===== src/rtl/core/mtvs_pkg.sv =====
`timescale 1ns / 1ps
`default_nettype none

package mtvs_pkg;

	typedef struct packed {
		logic pir_raw;
		logic button_raw;
	} item_in_t;

	typedef struct packed {
		logic       valve_open_drive;
		logic       valve_close_drive;
		logic       green_led;
		logic       red_led;
		logic [1:0] phase;
	} item_out_t;

	typedef struct packed {
		logic [7:0] delay_seconds;
		logic [7:0] run_seconds;
		logic [9:0] pulse_ms;
		logic [9:0] abort_pulse_ms;
		logic [7:0] debounce_samples;
	} cfg_t;

	typedef struct packed {
		logic       stable;
		logic [7:0] count;
	} deb_t;

	localparam int unsigned PADDR_W = 5;

	localparam logic [2:0] REG_DELAY_SECONDS    = 3'd0;
	localparam logic [2:0] REG_RUN_SECONDS      = 3'd1;
	localparam logic [2:0] REG_PULSE_MS         = 3'd2;
	localparam logic [2:0] REG_ABORT_PULSE_MS   = 3'd3;
	localparam logic [2:0] REG_DEBOUNCE_SAMPLES = 3'd4;

	localparam logic [7:0] DELAY_SECONDS_RST    = 8'd0;
	localparam logic [7:0] RUN_SECONDS_RST      = 8'd0;
	localparam logic [9:0] PULSE_MS_RST         = 10'd250;
	localparam logic [9:0] ABORT_PULSE_MS_RST   = 10'd150;
	localparam logic [7:0] DEBOUNCE_SAMPLES_RST = 8'd10;

	localparam logic [1:0] KIND_NONE  = 2'd0;
	localparam logic [1:0] KIND_OPEN  = 2'd1;
	localparam logic [1:0] KIND_CLOSE = 2'd2;
	localparam logic [1:0] KIND_ABORT = 2'd3;

	localparam logic [1:0] PHASE_WAIT  = 2'd0;
	localparam logic [1:0] PHASE_DELAY = 2'd1;
	localparam logic [1:0] PHASE_RUN   = 2'd2;
	localparam logic [1:0] PHASE_DONE  = 2'd3;

	localparam logic [3:0] DIGIT_LAST = 4'd9;
	localparam logic [3:0] DIGIT_SAT  = 4'd15;

endpackage

`default_nettype wire


===== src/rtl/core/mtvs_regs.sv =====
`timescale 1ns / 1ps
`default_nettype none

module mtvs_regs (
	input  wire logic                          clk,
	input  wire logic                          arst_n,
	input  wire logic                          psel,
	input  wire logic                          penable,
	input  wire logic                          pwrite,
	input  wire logic [mtvs_pkg::PADDR_W-1:0]  paddr,
	input  wire logic [31:0]                   pwdata,
	output logic      [31:0]                   prdata,
	output logic                               pready,
	output mtvs_pkg::cfg_t                     cfg
);

	mtvs_pkg::cfg_t cfg_q;
	logic           wr_en;
	logic [2:0]     reg_idx;

	assign pready  = 1'b1;
	assign wr_en   = psel && penable && pwrite;
	assign reg_idx = paddr[mtvs_pkg::PADDR_W-1:2];
	assign cfg     = cfg_q;

	always_ff @(posedge clk or negedge arst_n) begin
		if (!arst_n) begin
			cfg_q.delay_seconds    <= mtvs_pkg::DELAY_SECONDS_RST;
			cfg_q.run_seconds      <= mtvs_pkg::RUN_SECONDS_RST;
			cfg_q.pulse_ms         <= mtvs_pkg::PULSE_MS_RST;
			cfg_q.abort_pulse_ms   <= mtvs_pkg::ABORT_PULSE_MS_RST;
			cfg_q.debounce_samples <= mtvs_pkg::DEBOUNCE_SAMPLES_RST;
		end else if (wr_en) begin
			case (reg_idx)
				mtvs_pkg::REG_DELAY_SECONDS:    cfg_q.delay_seconds    <= pwdata[7:0];
				mtvs_pkg::REG_RUN_SECONDS:      cfg_q.run_seconds      <= pwdata[7:0];
				mtvs_pkg::REG_PULSE_MS:         cfg_q.pulse_ms         <= pwdata[9:0];
				mtvs_pkg::REG_ABORT_PULSE_MS:   cfg_q.abort_pulse_ms   <= pwdata[9:0];
				mtvs_pkg::REG_DEBOUNCE_SAMPLES: cfg_q.debounce_samples <= pwdata[7:0];
				default: ;
			endcase
		end
	end

	always_comb begin
		case (reg_idx)
			mtvs_pkg::REG_DELAY_SECONDS:    prdata = {24'd0, cfg_q.delay_seconds};
			mtvs_pkg::REG_RUN_SECONDS:      prdata = {24'd0, cfg_q.run_seconds};
			mtvs_pkg::REG_PULSE_MS:         prdata = {22'd0, cfg_q.pulse_ms};
			mtvs_pkg::REG_ABORT_PULSE_MS:   prdata = {22'd0, cfg_q.abort_pulse_ms};
			mtvs_pkg::REG_DEBOUNCE_SAMPLES: prdata = {24'd0, cfg_q.debounce_samples};
			default:                        prdata = 32'd0;
		endcase
	end

endmodule

`default_nettype wire


===== src/rtl/core/mtvs_core.sv =====
`timescale 1ns / 1ps
`default_nettype none

module mtvs_core (
	input  wire logic                clk,
	input  wire logic                arst_n,
	input  wire logic                step,
	input  mtvs_pkg::item_in_t       item,
	input  mtvs_pkg::cfg_t           cfg,
	output mtvs_pkg::item_out_t      res
);

	logic [3:0] ms_q, tens_q, hund_q, last_tens_q;
	logic       pir_stable_q, button_stable_q, green_q;
	logic [7:0] pir_count_q, button_count_q;
	logic [1:0] phase_q, pulse_kind_q;
	logic [7:0] delay_left_q, run_left_q;
	logic [9:0] pulse_left_q;

	logic [3:0] ms_n, tens_n, hund_n, last_tens_n;
	logic       pir_stable_n, button_stable_n, green_n;
	logic [7:0] pir_count_n, button_count_n;
	logic [1:0] phase_n, pulse_kind_n;
	logic [7:0] delay_left_n, run_left_n;
	logic [9:0] pulse_left_n;
	logic       strobe;
	mtvs_pkg::deb_t pir_deb, btn_deb;

	function automatic mtvs_pkg::deb_t settle(input logic raw, input logic stable,
			input logic [7:0] count, input logic [7:0] samples);
		mtvs_pkg::deb_t d;
		d.stable = stable;
		d.count  = 8'd0;
		if (stable != raw) begin
			d.count = count + 8'd1;
			if (d.count >= samples) begin
				d.count  = 8'd0;
				d.stable = raw;
			end
		end
		return d;
	endfunction

	function automatic logic [9:0] pulse_len(input logic [9:0] len);
		return (len == 10'd0) ? 10'd1 : len;
	endfunction

	always_comb begin
		ms_n            = ms_q;
		tens_n          = tens_q;
		hund_n          = hund_q;
		last_tens_n     = last_tens_q;
		pir_stable_n    = pir_stable_q;
		pir_count_n     = pir_count_q;
		button_stable_n = button_stable_q;
		button_count_n  = button_count_q;
		green_n         = green_q;
		phase_n         = phase_q;
		delay_left_n    = delay_left_q;
		run_left_n      = run_left_q;
		pulse_left_n    = pulse_left_q;
		pulse_kind_n    = pulse_kind_q;
		strobe          = 1'b0;
		pir_deb         = settle(item.pir_raw, pir_stable_q, pir_count_q, cfg.debounce_samples);
		btn_deb         = settle(item.button_raw, button_stable_q, button_count_q,
			cfg.debounce_samples);
		res             = '0;

		// tick counters
		if (ms_q >= mtvs_pkg::DIGIT_LAST) begin
			ms_n = 4'd0;
			if (tens_q >= mtvs_pkg::DIGIT_LAST) begin
				tens_n = 4'd0;
				if (hund_q < mtvs_pkg::DIGIT_SAT) begin
					hund_n = hund_q + 4'd1;
				end
			end else begin
				tens_n = tens_q + 4'd1;
			end
		end else begin
			ms_n = ms_q + 4'd1;
		end

		if (pulse_left_q == 10'd0) begin
			if (hund_n > mtvs_pkg::DIGIT_LAST) begin
				hund_n  = 4'd0;
				strobe  = 1'b1;
				green_n = ~green_q;
			end
			if (tens_n != last_tens_q) begin
				last_tens_n     = tens_n;
				button_stable_n = btn_deb.stable;
				button_count_n  = btn_deb.count;
				pir_stable_n    = pir_deb.stable;
				pir_count_n     = pir_deb.count;
			end
			if (!button_stable_n) begin
				phase_n      = mtvs_pkg::PHASE_WAIT;
				pulse_kind_n = mtvs_pkg::KIND_ABORT;
				pulse_left_n = pulse_len(cfg.abort_pulse_ms);
			end else begin
				case (phase_q)
					mtvs_pkg::PHASE_WAIT: begin
						if (pir_stable_n) begin
							phase_n      = mtvs_pkg::PHASE_DELAY;
							delay_left_n = cfg.delay_seconds;
							run_left_n   = cfg.run_seconds;
							hund_n       = 4'd0;
						end
					end
					mtvs_pkg::PHASE_DELAY: begin
						if (strobe) begin
							if (delay_left_q == 8'd0) begin
								pulse_kind_n = mtvs_pkg::KIND_OPEN;
								pulse_left_n = pulse_len(cfg.pulse_ms);
								phase_n      = mtvs_pkg::PHASE_RUN;
							end
							delay_left_n = delay_left_q - 8'd1;
						end
					end
					mtvs_pkg::PHASE_RUN: begin
						if (strobe) begin
							if (run_left_q == 8'd0) begin
								pulse_kind_n = mtvs_pkg::KIND_CLOSE;
								pulse_left_n = pulse_len(cfg.pulse_ms);
								phase_n      = mtvs_pkg::PHASE_DONE;
							end
							run_left_n = run_left_q - 8'd1;
						end
					end
					default: begin
						phase_n = mtvs_pkg::PHASE_WAIT;
					end
				endcase
			end
		end

		// drive outputs from the pulse in progress
		res.green_led = green_n;
		if (pulse_left_n != 10'd0) begin
			res.red_led = 1'b1;
			case (pulse_kind_n)
				mtvs_pkg::KIND_OPEN:  res.valve_open_drive = 1'b1;
				mtvs_pkg::KIND_CLOSE: res.valve_close_drive = 1'b1;
				mtvs_pkg::KIND_ABORT: begin
					res.valve_open_drive = 1'b1;
					res.green_led        = 1'b1;
				end
				default: ;
			endcase
			pulse_left_n = pulse_left_n - 10'd1;
			if (pulse_left_n == 10'd0) begin
				if (pulse_kind_n == mtvs_pkg::KIND_ABORT) begin
					green_n = 1'b0;
					if (pir_stable_n) begin
						phase_n      = mtvs_pkg::PHASE_DELAY;
						delay_left_n = cfg.delay_seconds;
						run_left_n   = cfg.run_seconds;
						hund_n       = 4'd0;
					end
				end
				pulse_kind_n = mtvs_pkg::KIND_NONE;
			end
		end
		res.phase = phase_n;
	end

	always_ff @(posedge clk or negedge arst_n) begin
		if (!arst_n) begin
			ms_q            <= 4'd0;
			tens_q          <= 4'd0;
			hund_q          <= 4'd0;
			last_tens_q     <= 4'd0;
			pir_stable_q    <= 1'b0;
			pir_count_q     <= 8'd0;
			button_stable_q <= 1'b1;
			button_count_q  <= 8'd0;
			green_q         <= 1'b0;
			phase_q         <= mtvs_pkg::PHASE_WAIT;
			delay_left_q    <= 8'd0;
			run_left_q      <= 8'd0;
			pulse_left_q    <= 10'd0;
			pulse_kind_q    <= mtvs_pkg::KIND_NONE;
		end else if (step) begin
			ms_q            <= ms_n;
			tens_q          <= tens_n;
			hund_q          <= hund_n;
			last_tens_q     <= last_tens_n;
			pir_stable_q    <= pir_stable_n;
			pir_count_q     <= pir_count_n;
			button_stable_q <= button_stable_n;
			button_count_q  <= button_count_n;
			green_q         <= green_n;
			phase_q         <= phase_n;
			delay_left_q    <= delay_left_n;
			run_left_q      <= run_left_n;
			pulse_left_q    <= pulse_left_n;
			pulse_kind_q    <= pulse_kind_n;
		end
	end

	a_kind_matches_left: assert property (@(posedge clk) disable iff (!arst_n)
		(pulse_left_q != 10'd0) == (pulse_kind_q != mtvs_pkg::KIND_NONE))
		else $error("pulse kind and pulse count disagree");

	a_digits_in_range: assert property (@(posedge clk) disable iff (!arst_n)
		ms_q <= mtvs_pkg::DIGIT_LAST && tens_q <= mtvs_pkg::DIGIT_LAST)
		else $error("tick counter out of range");

	a_debounce_frozen: assert property (@(posedge clk) disable iff (!arst_n)
		(step && pulse_left_q != 10'd0) |=>
		$stable(pir_stable_q) && $stable(button_stable_q) && $stable(last_tens_q))
		else $error("debounce ran during a pulse");

	a_drive_leds: assert property (@(posedge clk) disable iff (!arst_n)
		step |-> (res.red_led == (res.valve_open_drive || res.valve_close_drive))
		&& !(res.valve_open_drive && res.valve_close_drive))
		else $error("valve drives and red led inconsistent");

endmodule

`default_nettype wire


===== src/rtl/core/motion_triggered_valve_sequencer.sv =====
// motion triggered valve sequencer
// one input item is one 1 ms tick carrying the raw motion and button levels;
// every accepted item gives exactly one result item with the valve drives,
// the two leds and the sequence phase for that tick
// input channel: in_valid / in_stall / in_data; an item is taken when
// in_valid is high and in_stall is low
// output channel: out_valid / out_stall / out_data, same rules
// the item lands in an input register and the state update runs between that
// register and the output register; one item per cycle is sustained while
// the receiver does not stall; when it stalls the result holds in the output
// register, an item already in the input register raises in_stall, and an
// empty input register still takes one more item, then in_stall rises
// configuration goes through the apb port (registers at 4*i, pready tied
// high); the user must only change it while no item is in flight (the
// block does not enforce this); reset (arst_n low) empties both registers,
// loads the register defaults, clears the counters and releases the button
`timescale 1ns / 1ps
`default_nettype none

module motion_triggered_valve_sequencer (
	input  wire logic                          clk,
	input  wire logic                          arst_n,
	input  wire logic                          in_valid,
	output logic                               in_stall,
	input  mtvs_pkg::item_in_t                 in_data,
	output logic                               out_valid,
	input  wire logic                          out_stall,
	output mtvs_pkg::item_out_t                out_data,
	input  wire logic                          psel,
	input  wire logic                          penable,
	input  wire logic                          pwrite,
	input  wire logic [mtvs_pkg::PADDR_W-1:0]  paddr,
	input  wire logic [31:0]                   pwdata,
	output logic      [31:0]                   prdata,
	output logic                               pready
);

	mtvs_pkg::cfg_t      cfg;
	mtvs_pkg::item_in_t  item_s1;
	logic                valid_s1;
	mtvs_pkg::item_out_t res;
	mtvs_pkg::item_out_t out_q;
	logic                out_valid_q;
	logic                step;
	logic                take_in;

	assign step      = valid_s1 && (!out_valid_q || !out_stall);
	assign in_stall  = valid_s1 && !step;
	assign take_in   = in_valid && !in_stall;
	assign out_valid = out_valid_q;
	assign out_data  = out_q;

	mtvs_regs u_regs (
		.clk     (clk),
		.arst_n  (arst_n),
		.psel    (psel),
		.penable (penable),
		.pwrite  (pwrite),
		.paddr   (paddr),
		.pwdata  (pwdata),
		.prdata  (prdata),
		.pready  (pready),
		.cfg     (cfg)
	);

	mtvs_core u_core (
		.clk    (clk),
		.arst_n (arst_n),
		.step   (step),
		.item   (item_s1),
		.cfg    (cfg),
		.res    (res)
	);

	always_ff @(posedge clk or negedge arst_n) begin
		if (!arst_n) begin
			valid_s1    <= 1'b0;
			out_valid_q <= 1'b0;
		end else begin
			if (take_in) begin
				valid_s1 <= 1'b1;
			end else if (step) begin
				valid_s1 <= 1'b0;
			end
			if (step) begin
				out_valid_q <= 1'b1;
			end else if (!out_stall) begin
				out_valid_q <= 1'b0;
			end
		end
	end

	always_ff @(posedge clk) begin
		if (take_in) begin
			item_s1 <= in_data;
		end
		if (step) begin
			out_q <= res;
		end
	end

endmodule

`default_nettype wire

===== config.mk =====
export PLATFORM = sky130hd
export DESIGN_NAME = motion_triggered_valve_sequencer
export DESIGN_NICKNAME = d
export VERILOG_FILES = /design/src/rtl/core/mtvs_pkg.sv /design/src/rtl/core/mtvs_regs.sv /design/src/rtl/core/mtvs_core.sv /design/src/rtl/core/motion_triggered_valve_sequencer.sv
export SDC_FILE = /design/constraint.sdc
export NUM_CORES = 1
export LEC_CHECK = 0
export BUFFER_PORTS_ARGS = -buffer_cell sky130_fd_sc_hd__buf_2
export CAP_MARGIN = 20
export CELL_PAD_IN_SITES_DETAIL_PLACEMENT = 1
export CELL_PAD_IN_SITES_GLOBAL_PLACEMENT = 1
export CORE_ASPECT_RATIO = 2
export CORE_UTILIZATION = 33
export CTS_CLUSTER_DIAMETER = 120
export DETAILED_ROUTE_END_ITERATION = 6
export HOLD_SLACK_MARGIN = 0.03
export PLACE_DENSITY = 0.58
export SYNTH_ARGS = -nofsm -noshare
export SYNTH_HDL_FRONTEND = slang
export SYNTH_SLANG_ARGS = --single-unit

===== constraint.sdc =====
create_clock -name clk -period 9.4 [get_ports clk]
set_input_delay 0.94 -clock clk [delete_from_list [all_inputs] [get_ports clk]]
set_output_delay 0.94 -clock clk [all_outputs]
set_load 0.05 [all_outputs]

==> flow_summary.toml <==
[run_status]
status = "finished, violations left"
violations = "DRC"

[logic_synthesis]
synth_commonest_cells = "105 x nand2_1, 98 x dfrtp_1, 57 x o21ai_0, 51 x mux2_2, 49 x nor2_1"
synth_ff_type = "dfrtp_1"
synth_top_cell_area_share_pct = 30.6
synth.most_common_cell = "nand2_1"
ys_seq_area_share_pct = 37.9
synth-compound-area-share_pct = 19.6
synth-xor-area-share_pct = 2.08
ys_ff_latch = 119
yosys.area.top_type = "dfrtp_1"
syn_inst = 861
synth-adder-area-share_pct = 5.31
synthArstFlopShare_pct = 93.3
ys_warn_count = 0
synthMuxAreaShare_pct = 10.5
synthSimpleGateAreaFrac_pct = 18.9
ys_types = 78
synth_top_family_by_area = "compound AO/OA/AOI/OAI gates"
synth_area_um2 = 8010
synth_area_per_cell_um2 = 9.30
netlist_top_cells_area = "dfrtp_1 31%, mux2_2 7.2%, ha_1 5.3%, nand2_1 4.9%, dfstp_2 4.3%"
synth_edf_count = 8

[global_route]
grt_max_degree = 69
grt_pass1_wl_mm = 41.1
grt_pass1_vias = 7235
overflow = 0
gr-usage-all-layers_pct = 22.0
antenna_found_initial = 0

[cells_and_area]
layout-drive-gt1-share_pct = 19.2
instances_no_fill = 1191
fill_cells = 2807
synthToLayoutAreaGrowth_pct = 12.2
nets = 972
antenna_cells = 0

[die]
placeableCoreArea_um2 = 23800
fp.dieH_um = 222
row_count = 80
die_w_um = 112
die-area_um2 = 24900
start_util_pct = 33.6
ios = 87

[routing]
drt-met1-wl_mm = 9.17
drtAntennaViolNets = 0
wl_per_cell_um = 21.6
wirelength_mm = 25.7
vias = 6767
routed.top_layer = "met4"
drt-pass1-iter-count = 6
drt_iter0_drc = 288
drcViolationCount = 1
met3WireLength_um = 621
wl_met2_mm = 14.4
via_per_inst = 5.68

[clock_network]
cts_resized = 0
path_clk_slew_ps = 60
htree_levels = 4
insertion_delay_ps = 450
cts_root_buffer = "clkbuf_16"
cts_made_buffers = 17
postCtsSetupBuffers = 0
tritoncts = "done"
hold_buffers = 0
cts.sink_count = 119
cts.path.max_buffers = 2

[sta]
period_minus_slack_ps = 6200
period_share_pct = 66.0
finalHoldViolCount = 0
drv_slew = 0
fin_skew_ps = 14.0
rsz0062_at_grt = "false"
whs_ps = 475
fmax_mhz = 161
max_slew_margin_pct = 30.3
setup_viol_count_final = 0
setup_tns_ps = 0
tightestPinTransition_ps = 1040

[worst_setup_path]
cp.required_ps = 9760
crit_fanout = 11
arrival_ps = 6560
crit_type = "flip-flop to flip-flop"
critPathLaunchType = "flip-flop"
crit_path_end_kind = "flip-flop"

[pwr]
leakagePower_uw = 0.00393
power_density_nw_per_um2 = 236
worst_ir_drop_vdd_uv = 118

[worst_hold_path]
holdCritPathClass = "flip-flop to flip-flop"

[placement]
dp_cells = 1160
dpl.hpwl_mm = 19.4
port_buffers = 39
place_congestion = 0.872

[job]
cap_violations = 0
==> through the flow <==
step | worst slack [ps] | total power (µW) | cell area (µm²) | utilization, %
6_report | 3200 | 2120 | 8990 | 37.7
5_1_grt | 2850 | 2250 | 8990 | 37.7
4_1_cts | 3140 | 2150 | 8990 | 37.7
3_5_place_dp | 3250 | 1480 | 8400 | 35.3
3_3_place_gp | 3250 | 1460 | 8400 | 35.3
2_1_floorplan | 4280 | 1270 | 8090 | -
==> layout make-up <==
cell class              count  area (µm²)  area share (%)
clock buffers              26         532            5.92
inverters                  30         113            1.25
multi-input cells         674        4610            51.3
well taps                 287         359            3.99
flip-flops and latches    119        3030            33.8
clock inverters             5        58.8           0.654
repair buffers             50         280            3.12
==> logic make-up after synthesis <==
family	after synthesis
AND/OR/NAND/NOR	294
AO/OA/AOI/OAI	228
flip-flops	119
buffers and inverters	89
multiplexers	76
adder cells (fa/ha/maj)	34
XOR/XNOR	19
other	2
==> worst paths after layout <==
path / from / cells after the start / to / slack [ps]
worst max-delay path: u_core.button_count_q[0]$_DFFE_PN0P_ / 21 / u_core.delay_left_q[3]$_DFFE_PN0P_ / 3200
worst min-delay path: u_core.pulse_kind_q[1]$_DFFE_PN0P_ / 2 / u_core.pulse_kind_q[1]$_DFFE_PN0P_ / 480
worst max register to register: u_core.button_count_q[0]$_DFFE_PN0P_ / 21 / u_core.delay_left_q[3]$_DFFE_PN0P_ / 3200
worst min register to register: u_core.pulse_kind_q[1]$_DFFE_PN0P_ / 2 / u_core.pulse_kind_q[1]$_DFFE_PN0P_ / 480
max in group asynchronous: arst_n / 2 / u_regs.cfg[8]$_DFFE_PN0P_ / 7460
min in group asynchronous: arst_n / 1 / u_regs.cfg[26]$_DFFE_PN0P_ / 520
==> registers in the layout, summed over array words and instances (netlist names), 6 cells and up <==
| register | flops |
|---|---|
| u_core.pir_count_q | 8 |
| u_core.pulse_left_q | 10 |
| u_core.run_left_q | 8 |
| u_regs.cfg | 44 |
| out_data | 6 |
| u_core.delay_left_q | 8 |
| u_core.button_count_q | 8 |
==> metal layers <==
layer | up-vias | global-route usage [%]
li1 | 3170 | -
met1 | 3412 | 21.9
met2 | 127 | 41.4
met3 | 58 | 3.11
met4 | 0 | 15.0
met5 | - | 0
==> worst max-delay path: stages (launching register included) <==
cell,delay (ps)
dfrtp_1,440
ha_1,210
nand3_1,120
xnor2_1,280
ha_1,320
a21o_1,160
a2111oi_0,350
o21ai_0,340
o211a_1,290
mux2_4,420
a221oi_2,500
nor2_1,120
ha_1,290
inv_1,170
a41oi_1,70
nand3_1,170
nor3b_4,100
or4_4,450
a211oi_2,480
a21o_1,390
nand2_1,260
a21oi_1,190
==> where the power goes <==
group	leakage (µW)	total [µW]	internal (µW)	switching, µW
combinational	0.00218	691	268	423
clock	0.000283	660	415	245
sequential	0.00146	770	630	140
==> placed cells by master, fill, tap and decap left out, types with 12 or more instances in the layout <==
cell type / Yosys / layout
dfstp_2: 13 / 13
dfrtp_1: 98 / 98
a21o_1: 13 / 13
a22o_1: 16 / 16
clkbuf_16: 0 / 19
nand2b_1: 21 / 21
mux2_2: 51 / 51
buf_4: 26 / 12
buf_2: 0 / 38
mux2i_1: 22 / 22
o21ai_0: 57 / 57
nor2_1: 49 / 49
conb_1: 2 / 23
inv_1: 29 / 29
ha_1: 34 / 34
o31ai_1: 14 / 14
nor3_1: 20 / 20
o21ai_1: 14 / 14
a21oi_1: 39 / 39
o22ai_1: 12 / 12
nand3_1: 25 / 25
nand2_1: 105 / 105
No activity file was read; power rests on OpenSTA's default activity.
